`src/hdl/deq_pkg.sv`:
```
// Package for the double-ended queue: command codes, status codes, control states and defaults.
// It depends on nothing. The cell, the ring and the top level import it.
`default_nettype none

package deq_pkg;

  localparam int DEPTH_DEFAULT      = 16;
  localparam int DATA_WIDTH_DEFAULT = 64;
  localparam int WORD_W             = 64;
  localparam int CMD_W              = 3;
  localparam int STAT_W             = 3;

  typedef enum logic [CMD_W-1:0] {
    CMD_PUSH_FRONT = 3'd0,
    CMD_PUSH_BACK  = 3'd1,
    CMD_POP_FRONT  = 3'd2,
    CMD_POP_BACK   = 3'd3,
    CMD_PEEK_FRONT = 3'd4,
    CMD_PEEK_BACK  = 3'd5,
    CMD_CLEAR      = 3'd6,
    CMD_EXIT       = 3'd7
  } cmd_t;

  localparam logic [STAT_W-1:0] STAT_OK      = 3'd0;
  localparam logic [STAT_W-1:0] STAT_WORD    = 3'd1;
  localparam logic [STAT_W-1:0] STAT_EMPTY   = 3'd2;
  localparam logic [STAT_W-1:0] STAT_GOODBYE = 3'd3;
  localparam logic [STAT_W-1:0] STAT_FULL    = 3'd4;

  typedef enum logic [2:0] {
    ST_IDLE = 3'b001,
    ST_SEEK = 3'b010,
    ST_RESP = 3'b100
  } state_t;

endpackage

`default_nettype wire

```
`src/hdl/deq_cell.sv`:
```
// One storage cell of the circulating ring: it takes its neighbour's word every cycle,
// or a new word when loaded. It depends on deq_pkg for the default width.
`default_nettype none

module deq_cell
  import deq_pkg::*;
#(
  parameter int WIDTH = DATA_WIDTH_DEFAULT
) (
  input  wire logic             clk,
  input  wire logic             load,
  input  wire logic [WIDTH-1:0] load_word,
  input  wire logic [WIDTH-1:0] neighbour_word,
  output logic      [WIDTH-1:0] word
);

  always_ff @(posedge clk) begin
    word <= load ? load_word : neighbour_word;
  end

endmodule

`default_nettype wire

```
`src/hdl/deq_ring.sv`:
```
// The ring of storage cells, rotating by one place every cycle, and the phase counter that
// names the slot now at the head cell. It depends on deq_pkg and deq_cell.
`default_nettype none

module deq_ring
  import deq_pkg::*;
#(
  parameter int DEPTH      = DEPTH_DEFAULT,
  parameter int DATA_WIDTH = DATA_WIDTH_DEFAULT,
  localparam int IDX_W     = $clog2(DEPTH)
) (
  input  wire logic                  clk,
  input  wire logic                  rst,
  input  wire logic                  wr_en,
  input  wire logic [DATA_WIDTH-1:0] wr_word,
  output logic      [DATA_WIDTH-1:0] head_word,
  output logic      [IDX_W-1:0]      phase
);

  logic [DATA_WIDTH-1:0] cell_word [DEPTH];

  // The head cell holds the slot named by phase; a write replaces it as it wraps round.
  always_ff @(posedge clk) begin
    if (rst) begin
      phase <= '0;
    end else if (phase == IDX_W'(DEPTH - 1)) begin
      phase <= '0;
    end else begin
      phase <= phase + 1'b1;
    end
  end

  for (genvar i = 0; i < DEPTH; i++) begin : g_cell
    if (i == DEPTH - 1) begin : g_tail
      deq_cell #(
        .WIDTH(DATA_WIDTH)
      ) u_cell (
        .clk           (clk),
        .load          (wr_en),
        .load_word     (wr_word),
        .neighbour_word(cell_word[0]),
        .word          (cell_word[i])
      );
    end else begin : g_body
      deq_cell #(
        .WIDTH(DATA_WIDTH)
      ) u_cell (
        .clk           (clk),
        .load          (1'b0),
        .load_word     (wr_word),
        .neighbour_word(cell_word[i+1]),
        .word          (cell_word[i])
      );
    end
  end

  assign head_word = cell_word[0];

endmodule

`default_nettype wire

```
`src/hdl/double_ended_queue.sv`:
```
// Double-ended queue held in a circulating ring of DEPTH cells.
// Commands that do not touch storage give their result in the cycle after they are taken; pushes,
// pops and peeks wait in the seek state for the target slot to reach the head cell.
// Throughput: one item in flight; the next beat is taken once the result has been taken.
// Halted items are taken one a cycle and give no result.
// Reset clears the ends, the count, the halt flag and the control state; cell contents are kept.
`default_nettype none

module double_ended_queue
  import deq_pkg::*;
#(
  parameter int DEPTH      = DEPTH_DEFAULT,
  parameter int DATA_WIDTH = DATA_WIDTH_DEFAULT
) (
  input  wire logic              clk,
  input  wire logic              rst,
  input  wire logic              in_valid,
  output logic                   in_ready,
  input  wire logic [CMD_W-1:0]  cmd,
  input  wire logic [WORD_W-1:0] word_in,
  output logic                   out_valid,
  input  wire logic              out_ready,
  output logic      [STAT_W-1:0] status,
  output logic      [WORD_W-1:0] word_out
);

  localparam int IDX_W = $clog2(DEPTH);
  localparam int CNT_W = $clog2(DEPTH + 1);
  localparam int SUM_W = CNT_W + 1;

  state_t                state;
  logic [IDX_W-1:0]      front_index;
  logic [CNT_W-1:0]      entry_count;
  logic                  halted;
  logic [IDX_W-1:0]      target;
  logic                  do_write;
  logic [DATA_WIDTH-1:0] pending_word;
  logic [STAT_W-1:0]     resp_status;
  logic [DATA_WIDTH-1:0] resp_word;

  logic [DATA_WIDTH-1:0] head_word;
  logic [IDX_W-1:0]      phase;
  logic                  wr_en;
  logic                  accept;
  logic                  full;
  logic                  empty;
  logic [IDX_W-1:0]      front_dec;
  logic [IDX_W-1:0]      front_inc;
  logic [SUM_W-1:0]      end_sum;
  logic [SUM_W-1:0]      last_sum;
  logic [IDX_W-1:0]      end_slot;
  logic [IDX_W-1:0]      last_slot;

  assign in_ready  = (state == ST_IDLE);
  assign out_valid = (state == ST_RESP);
  assign accept    = in_valid && in_ready;
  assign status    = resp_status;
  assign word_out  = WORD_W'(resp_word);

  assign full  = (entry_count == CNT_W'(DEPTH));
  assign empty = (entry_count == '0);

  assign front_dec = (front_index == '0) ? IDX_W'(DEPTH - 1) : front_index - 1'b1;
  assign front_inc = (front_index == IDX_W'(DEPTH - 1)) ? '0 : front_index + 1'b1;
  assign end_sum   = SUM_W'(front_index) + SUM_W'(entry_count);
  assign last_sum  = end_sum - 1'b1;
  assign end_slot  = (end_sum >= SUM_W'(DEPTH)) ? IDX_W'(end_sum - SUM_W'(DEPTH))
                                                : IDX_W'(end_sum);
  assign last_slot = (last_sum >= SUM_W'(DEPTH)) ? IDX_W'(last_sum - SUM_W'(DEPTH))
                                                 : IDX_W'(last_sum);

  assign wr_en = (state == ST_SEEK) && (phase == target) && do_write;

  deq_ring #(
    .DEPTH     (DEPTH),
    .DATA_WIDTH(DATA_WIDTH)
  ) u_ring (
    .clk      (clk),
    .rst      (rst),
    .wr_en    (wr_en),
    .wr_word  (pending_word),
    .head_word(head_word),
    .phase    (phase)
  );

  always_ff @(posedge clk) begin
    if (accept) begin
      pending_word <= word_in[DATA_WIDTH-1:0];
    end
  end

  always_ff @(posedge clk) begin
    if (rst) begin
      state       <= ST_IDLE;
      front_index <= '0;
      entry_count <= '0;
      halted      <= 1'b0;
      target      <= '0;
      do_write    <= 1'b0;
      resp_status <= STAT_OK;
      resp_word   <= '0;
    end else begin
      case (state)
        ST_IDLE: begin
          if (accept && !halted) begin
            resp_word <= '0;
            case (cmd_t'(cmd))
              CMD_PUSH_FRONT: begin
                if (full) begin
                  resp_status <= STAT_FULL;
                  state       <= ST_RESP;
                end else begin
                  front_index <= front_dec;
                  entry_count <= entry_count + 1'b1;
                  target      <= front_dec;
                  do_write    <= 1'b1;
                  state       <= ST_SEEK;
                end
              end
              CMD_PUSH_BACK: begin
                if (full) begin
                  resp_status <= STAT_FULL;
                  state       <= ST_RESP;
                end else begin
                  entry_count <= entry_count + 1'b1;
                  target      <= end_slot;
                  do_write    <= 1'b1;
                  state       <= ST_SEEK;
                end
              end
              CMD_POP_FRONT, CMD_PEEK_FRONT: begin
                if (empty) begin
                  resp_status <= STAT_EMPTY;
                  state       <= ST_RESP;
                end else begin
                  if (cmd_t'(cmd) == CMD_POP_FRONT) begin
                    front_index <= front_inc;
                    entry_count <= entry_count - 1'b1;
                  end
                  target   <= front_index;
                  do_write <= 1'b0;
                  state    <= ST_SEEK;
                end
              end
              CMD_POP_BACK, CMD_PEEK_BACK: begin
                if (empty) begin
                  resp_status <= STAT_EMPTY;
                  state       <= ST_RESP;
                end else begin
                  if (cmd_t'(cmd) == CMD_POP_BACK) begin
                    entry_count <= entry_count - 1'b1;
                  end
                  target   <= last_slot;
                  do_write <= 1'b0;
                  state    <= ST_SEEK;
                end
              end
              CMD_CLEAR: begin
                entry_count <= '0;
                resp_status <= STAT_OK;
                state       <= ST_RESP;
              end
              CMD_EXIT: begin
                halted      <= 1'b1;
                resp_status <= STAT_GOODBYE;
                state       <= ST_RESP;
              end
              default: begin
                state <= ST_IDLE;
              end
            endcase
          end
        end
        ST_SEEK: begin
          if (phase == target) begin
            if (do_write) begin
              resp_status <= STAT_OK;
              resp_word   <= '0;
            end else begin
              resp_status <= STAT_WORD;
              resp_word   <= head_word;
            end
            state <= ST_RESP;
          end
        end
        ST_RESP: begin
          if (out_ready) begin
            state <= ST_IDLE;
          end
        end
        default: begin
          state <= ST_IDLE;
        end
      endcase
    end
  end

`ifndef NO_ASSERTIONS
  a_count_bounded: assert property (@(posedge clk) disable iff (rst)
    entry_count <= CNT_W'(DEPTH))
    else $error("Entry count exceeds the ring depth.");

  a_halt_sticks: assert property (@(posedge clk) disable iff (rst)
    halted |=> halted)
    else $error("Halt flag fell without a reset.");

  a_word_only_with_word_status: assert property (@(posedge clk) disable iff (rst)
    (out_valid && (status != STAT_WORD)) |-> (word_out == '0))
    else $error("A result without a returned word carries a non-zero word.");

  a_write_only_in_seek: assert property (@(posedge clk) disable iff (rst)
    wr_en |=> (state == ST_RESP) && (resp_status == STAT_OK))
    else $error("A ring write was not followed by an ok result.");
`endif

endmodule

`default_nettype wire

```
`config.mk`:
```
export PLATFORM = sky130hd
export DESIGN_NAME = double_ended_queue
export DESIGN_NICKNAME = d
export VERILOG_FILES = /design/src/hdl/deq_pkg.sv /design/src/hdl/deq_cell.sv /design/src/hdl/deq_ring.sv /design/src/hdl/double_ended_queue.sv
export SDC_FILE = /design/constraint.sdc
export NUM_CORES = 1
export LEC_CHECK = 0
export BUFFER_PORTS_ARGS = -buffer_cell sky130_fd_sc_hd__buf_2
export CAP_MARGIN = 20
export CORE_ASPECT_RATIO = 1.5
export CORE_MARGIN = 2
export CORE_UTILIZATION = 54
export CTS_CLUSTER_DIAMETER = 200
export DETAILED_ROUTE_END_ITERATION = 12
export PLACE_DENSITY = 0.72
export SYNTH_ARGS = -nofsm -noshare
export SYNTH_HDL_FRONTEND = slang
export SYNTH_SLANG_ARGS = --single-unit
```
`constraint.sdc`:
```
create_clock -name clk -period 4.65 [get_ports clk]
set_clock_uncertainty 0.2 [all_clocks]
set_input_delay 0.93 -clock clk [delete_from_list [all_inputs] [get_ports clk]]
set_output_delay 0.93 -clock clk [all_outputs]
set_load 0.01 [all_outputs]
```
### After elaboration in Yosys (flattened, before gate mapping)

Cells that the tools add are included.

* flip-flop bits (word level): 1177
* output and inout port bits: 69
* logic and storage cells: 131
* bits of input ports: 71

* multiplexer cells: 40
* reduce and logical (&&, ||, !) cells: 27
* add/subtract/negate cells: 9
* order comparisons: 2
* eq/ne operators: 27

Operators with widths (count)
* $mux W64: 4
* $pmux W64 S2: 1
* $mux W4: 10
* $mux W3: 9
* $mux W5: 5
* $pmux W5 S4: 1
* $pmux W3 S3: 2
* $ne A2 B2 Y1 const B: 8
* $pmux W4 S4: 1
* $eq A3 B3 Y1 const B: 5
* $ge A6 B5 Y1 const B: 2
* $pmux W3 S4: 1
* $sub A4 B1 Y4 const B: 3
* $reduce_and A5 Y1: 2
* $reduce_or A2 Y1: 5
* $eq A3 B2 Y1 const B: 3
* $reduce_and A3 Y1: 3
* $add A4 B1 Y4 const B: 2
* $eq A4 B4 Y1 const B: 2
* $pmux W4 S2: 1
* $reduce_and A8 Y1: 1
* $reduce_bool A4 Y1: 2
* $reduce_and A7 Y1: 1
* $add A4 B5 Y6: 1
* 19 further kinds: 30

### Logic depth before layout (Yosys ltp)

* depth after elaboration: 6
* depth in mapped cells: 9
* depth with buffers taken out: 8

### Modules after synthesis

A second synthesis with hierarchy kept.

* cells, all modules: 2728
* area, all modules: 43823.3 um2

By module, submodules not included
* deq_cell: cells an instance 135, instances 16, seq. area each 1281.2 um2, area each 2358.5 um2
* double_ended_queue: cells an instance 552, instances 1, seq. area each 3623.5 um2, area each 5916.9 um2
* deq_ring: cells an instance 16, instances 1, seq. area each 80.1 um2, area each 170.2 um2

### Worst setup path before layout

No wires, ideal clock.

* path kind: input -> register
* start: in in_valid
* end: reg pending_word[0] (enable)
* path buffers: 0
* library setup time: 0.429 ns
* arrival time: 2.453 ns
* path slack: 1.568 ns
* required time: 4.021 ns
* stages on the path: 1
* cells stage by stage: and2_1

* cells in the longest elaborated chain, start to end: 1

Ends and longest elaborated chain
* from (decl): line double_ended_queue.sv:17 `input wire logic in_valid,`
* $logic_and A1 B1 Y1: line double_ended_queue.sv:56 `assign accept = in_valid && in_ready;`
* to (signal assigned): line double_ended_queue.sv:88 `pending_word <= word_in[DATA_WIDTH-1:0];`
* to (decl): line double_ended_queue.sv:37 `logic [DATA_WIDTH-1:0] pending_word;`

Every way passes these cells.
A chain may end at the register's enable or synchronous reset.

### Final worst setup path

* start: reg state[2]
* end: out out_valid

* cells in the longest elaborated chain, start to end: 1

Ends and longest elaborated chain
* from (decl): line double_ended_queue.sv:31 `state_t state;`
* from (signal assigned): line double_ended_queue.sv:94 `state <= ST_IDLE;`
* from (signal assigned): line double_ended_queue.sv:111 `state <= ST_RESP;`
* from (signal assigned): line double_ended_queue.sv:117 `state <= ST_SEEK;`
* $eq A3 B3 Y1: line double_ended_queue.sv:55 `assign out_valid = (state == ST_RESP);`
* to (decl): line double_ended_queue.sv:21 `output logic out_valid,`

Every way passes these cells.

==> metrics.md <==
| Metric | Value |
|---|---|
| Slew margin rel. | `around a third` |
| Simple-gate share of the synthesized area | `~3.6%` |
| Fillcell total | `roughly 3500` |
| Unrepaired setup endpoints after global routing | `no` |
| Antenna cell count | `0` |
| Final worst-path cycle share | `~65%` |
| Final net count | `slightly below 2000` |
| Cell Pwr Density | `between 600 and 700 nW/um^2` |
| Worst Path Arrival | `~1.9 ns` |
| Clock root buffer | `clkbuf_16` |
| Port buffer count | `between 100 and 150` |
| Combinational family with the most area after synthesis | `simple AND/OR/NAND/NOR gates` |
| DR vias | `~12000` |
| FFs w/ async S/R, synth | `0%` |
| Row count | `100` |
| # resized after CTS | `0` |
| Hold bufs inserted after CTS | `0` |
| Yosys reg bits | `1177` |
| Mapped cell area | `~27000 um^2` |
| Die area | `~52000 um^2` |
| Worst-case clock buffer depth | `3` |
| Area delta synth->final | `17.4%` |
| Share of post-route cells with drive strength above 1 | `around a fifth` |
| GRT overflow | `0` |
| Final WL | `between 40 and 50 mm` |
| Status | `finished, final reports clean` |
| Dominant synthesized flop cell | `dfxtp_1` |
| Compound-Gate Fraction of Synth Area | `2.75%` |
| Final setup vio count | `0` |
| Setup TNS | `0 ns` |
| Placer Congestion | `between 0.8 and 0.9` |
| Maxcap violations | `0` |
| Yosys warning count | `0` |
| Post-synth EDFFs | `64` |
| DR pass1 iterations | `5` |
| Critical Path Sink Type | `output pin` |
| Initial antenna violation count | `2` |
| Yosys top cell area share | `81.8%` |
| Clk_lat worst skew | `roughly 0.62 ns` |
| Worst Setup Start Kind | `flip-flop` |
| DRC viols | `0` |
| Max VDD drop | `0.410 mV` |
| Post-Syn Nets | `1753` |
| GRT Resource Usage Total | `between 10% and 20%` |
| Final Hold Viols | `0` |
| Worst-margin pin slew | `about 0.97 ns` |
| Cell area after layout | `~32000 um^2` |
| Crit path time final | `3.03 ns` |
| Mux cell area share after synthesis | `under 10%` |
| Syn_area_per_cell | `between 15 and 20 um^2` |
| Yosys top cell by area | `dfxtp_1` |
| Yosys cell types | `around 50` |
| Leak | `12.9 nW` |
| Routed Antenna Nets | `0` |
| CTS tree | `done` |
| Clk slew on worst S/H paths | `around 0.06 ns` |
| I/O Pins | `140` |
| Synthesized instance count | `approximately 1700` |
| Inserted Clock Buffers | `between 90 and 100` |
| Largest net degree at the start of global routing | `66` |
| Core ar. | `approximately 50000 um^2` |
| H-tree levels | `3` |
| Top cells by area, synth | `dfxtp_1, edfxtp_1, mux2_2` |
| Fmax achieved | `around 330 MHz` |
| Crit path kind | `reg -> out` |
| 1st-iter DRT viols | `approximately 600` |
| Post-CTS Setup Repair Bufs | `0` |
| Slew Limit Fails | `0` |
| First-pass GRT wire length | `65.0 mm` |
| Synth Area in XOR/XNOR | `less than 1%` |
| Fin cells | `2605` |
| Vias in the first global route | `between 10000 and 15000` |
| Worst min-delay path class | `reg -> reg` |
| Die span in x | `about 190 um` |
| Via-to-Cell Ratio | `between 4 and 5` |
| DP Wirelength | `between 20 and 25 mm` |
| Seq/Total Area, Yosys | `between 80% and 90%` |
| Post-DP Area | `28600 um^2` |
| Critical Path Fanout Max | `4` |
| Sink Count | `1177` |
| Initial Util | `a little over half` |
| Routed length per instance | `between 15 and 20 um` |
| Die H | `roughly 280 um` |
| Worst Path Required | `roughly 3.5 ns` |
| Adder-cell share of the synthesized area | `less than 1%` |
| Cell count after placement | `2430` |
cell families (layout without fill, tap and decap cells):
kind of cell             count (synthesis)  count (layout)
AND/OR/NAND/NOR                        207             207
AO/OA/AOI/OAI                          128             128
buffers and inverters                   61             334
flip-flops                            1177            1177
XOR/XNOR                                15              15
multiplexers                            68              68
adder cells (fa/ha/maj)                 13              13
final timing paths:
path / startpoint / endpoint / slack (ns) / depth (start not counted)
setup / recovery: state[2] / out_valid / 1.62 / 2
hold / removal: u_ring.g_cell[8].g_body.u_cell.word[41] / u_ring.g_cell[7].g_body.u_cell.word[41] / 0.12 / 0
setup reg to reg: state[1] / word_out[45] / 1.76 / 6
hold reg to reg: u_ring.g_cell[8].g_body.u_cell.word[41] / u_ring.g_cell[7].g_body.u_cell.word[41] / 0.12 / 0
cell usage after synthesis (4+ instances only):
cell	instances
mux2i_1	4
buf_1	4
or4_1	5
a21oi_1	81
clkbuf_1	37
ha_1	11
nand2_1	79
dfxtp_1	1113
edfxtp_1	64
xnor2_1	14
mux2_2	64
or3_1	4
o21ai_0	11
nor2_1	23
a211oi_1	6
nand3_1	69
inv_1	12
nor3_1	6
buf_2	7
flip-flops by register name (all words and copies together), names as in the netlist:
signal	count
pending_word	64
target	4
word_out	64
u_ring.g_cell.g_tail.u_cell.word	64
status	3
halted	1
do_write	1
front_index	4
u_ring.g_cell.g_body.u_cell.word	960
entry_count	5
u_ring.phase	4
state	3
final cells by class:
cell class	count	area (um^2)	share of cell area (%)
Clock buffer	143	2990	9.35
Inverter	13	50.0	0.157
Timing Repair Buffer	147	778	2.43
Clock inverter	31	315	0.986
Tap cell	663	830	2.59
Multi-Input combinational cell	431	2810	8.78
Sequential cell	1177	24200	75.7
metal layers:
layer | wire length [um] | vias up | track usage [%]
li1 | - | 5870 | -
met1 | 18500 | 5849 | 20.1
met2 | 19100 | 312 | 25.7
met3 | 1980 | 104 | 3.90
met4 | 1140 | 2 | 7.51
met5 | 15 | - | 0
cells in the final DEF (no fill, tap or decap), drive strengths merged, types with 3 or more instances in the layout:
| cell type | n |
|---|---|
| mux2i | 4 |
| edfxtp | 64 |
| or4 | 5 |
| xnor2 | 14 |
| ha | 11 |
| nor2 | 23 |
| o211ai | 3 |
| inv | 18 |
| a211o | 3 |
| and2 | 3 |
| nand2 | 79 |
| nand3 | 69 |
| a211oi | 6 |
| nand2b | 3 |
| mux2 | 64 |
| or3 | 4 |
| a21oi | 81 |
| clkbuf | 143 |
| clkinv | 20 |
| dfxtp | 1113 |
| bufinv | 5 |
| nor3b | 3 |
| buf | 147 |
| nor3 | 6 |
| a31oi | 3 |
| o21ai | 11 |
| a21o | 3 |
power breakdown:
part	leakage (nW)	internal (W)	total, W	switching, W
logic	1.68	0.000245	0.00102	0.000776
clock network	1.65	0.00474	0.00814	0.00340
registers	9.57	0.0104	0.0105	0.0000974
total	12.9	0.0154	0.0197	0.00428
critical path, stage by stage (launching register included):
cell	delay, ns
dfxtp_1	0.36
nor3b_1	0.66
buf_2	0.26
metrics by stage:
step | utilization [%] | total power (W) | setup slack [ns] | hold WS (ns)
finish | 64.4 | 0.0197 | 1.62 | 0.116
global route | 64.4 | 0.0204 | 1.48 | 0.124
CTS | 64.3 | 0.0199 | 1.54 | 0.113
detailed placement | 57.7 | 0.0118 | 1.39 | 0.112
global placement | 57.7 | 0.0117 | 1.39 | 0.110
floorplan | - | 0.0114 | 1.57 | 0.110
(Power assumes the default switching activity.)
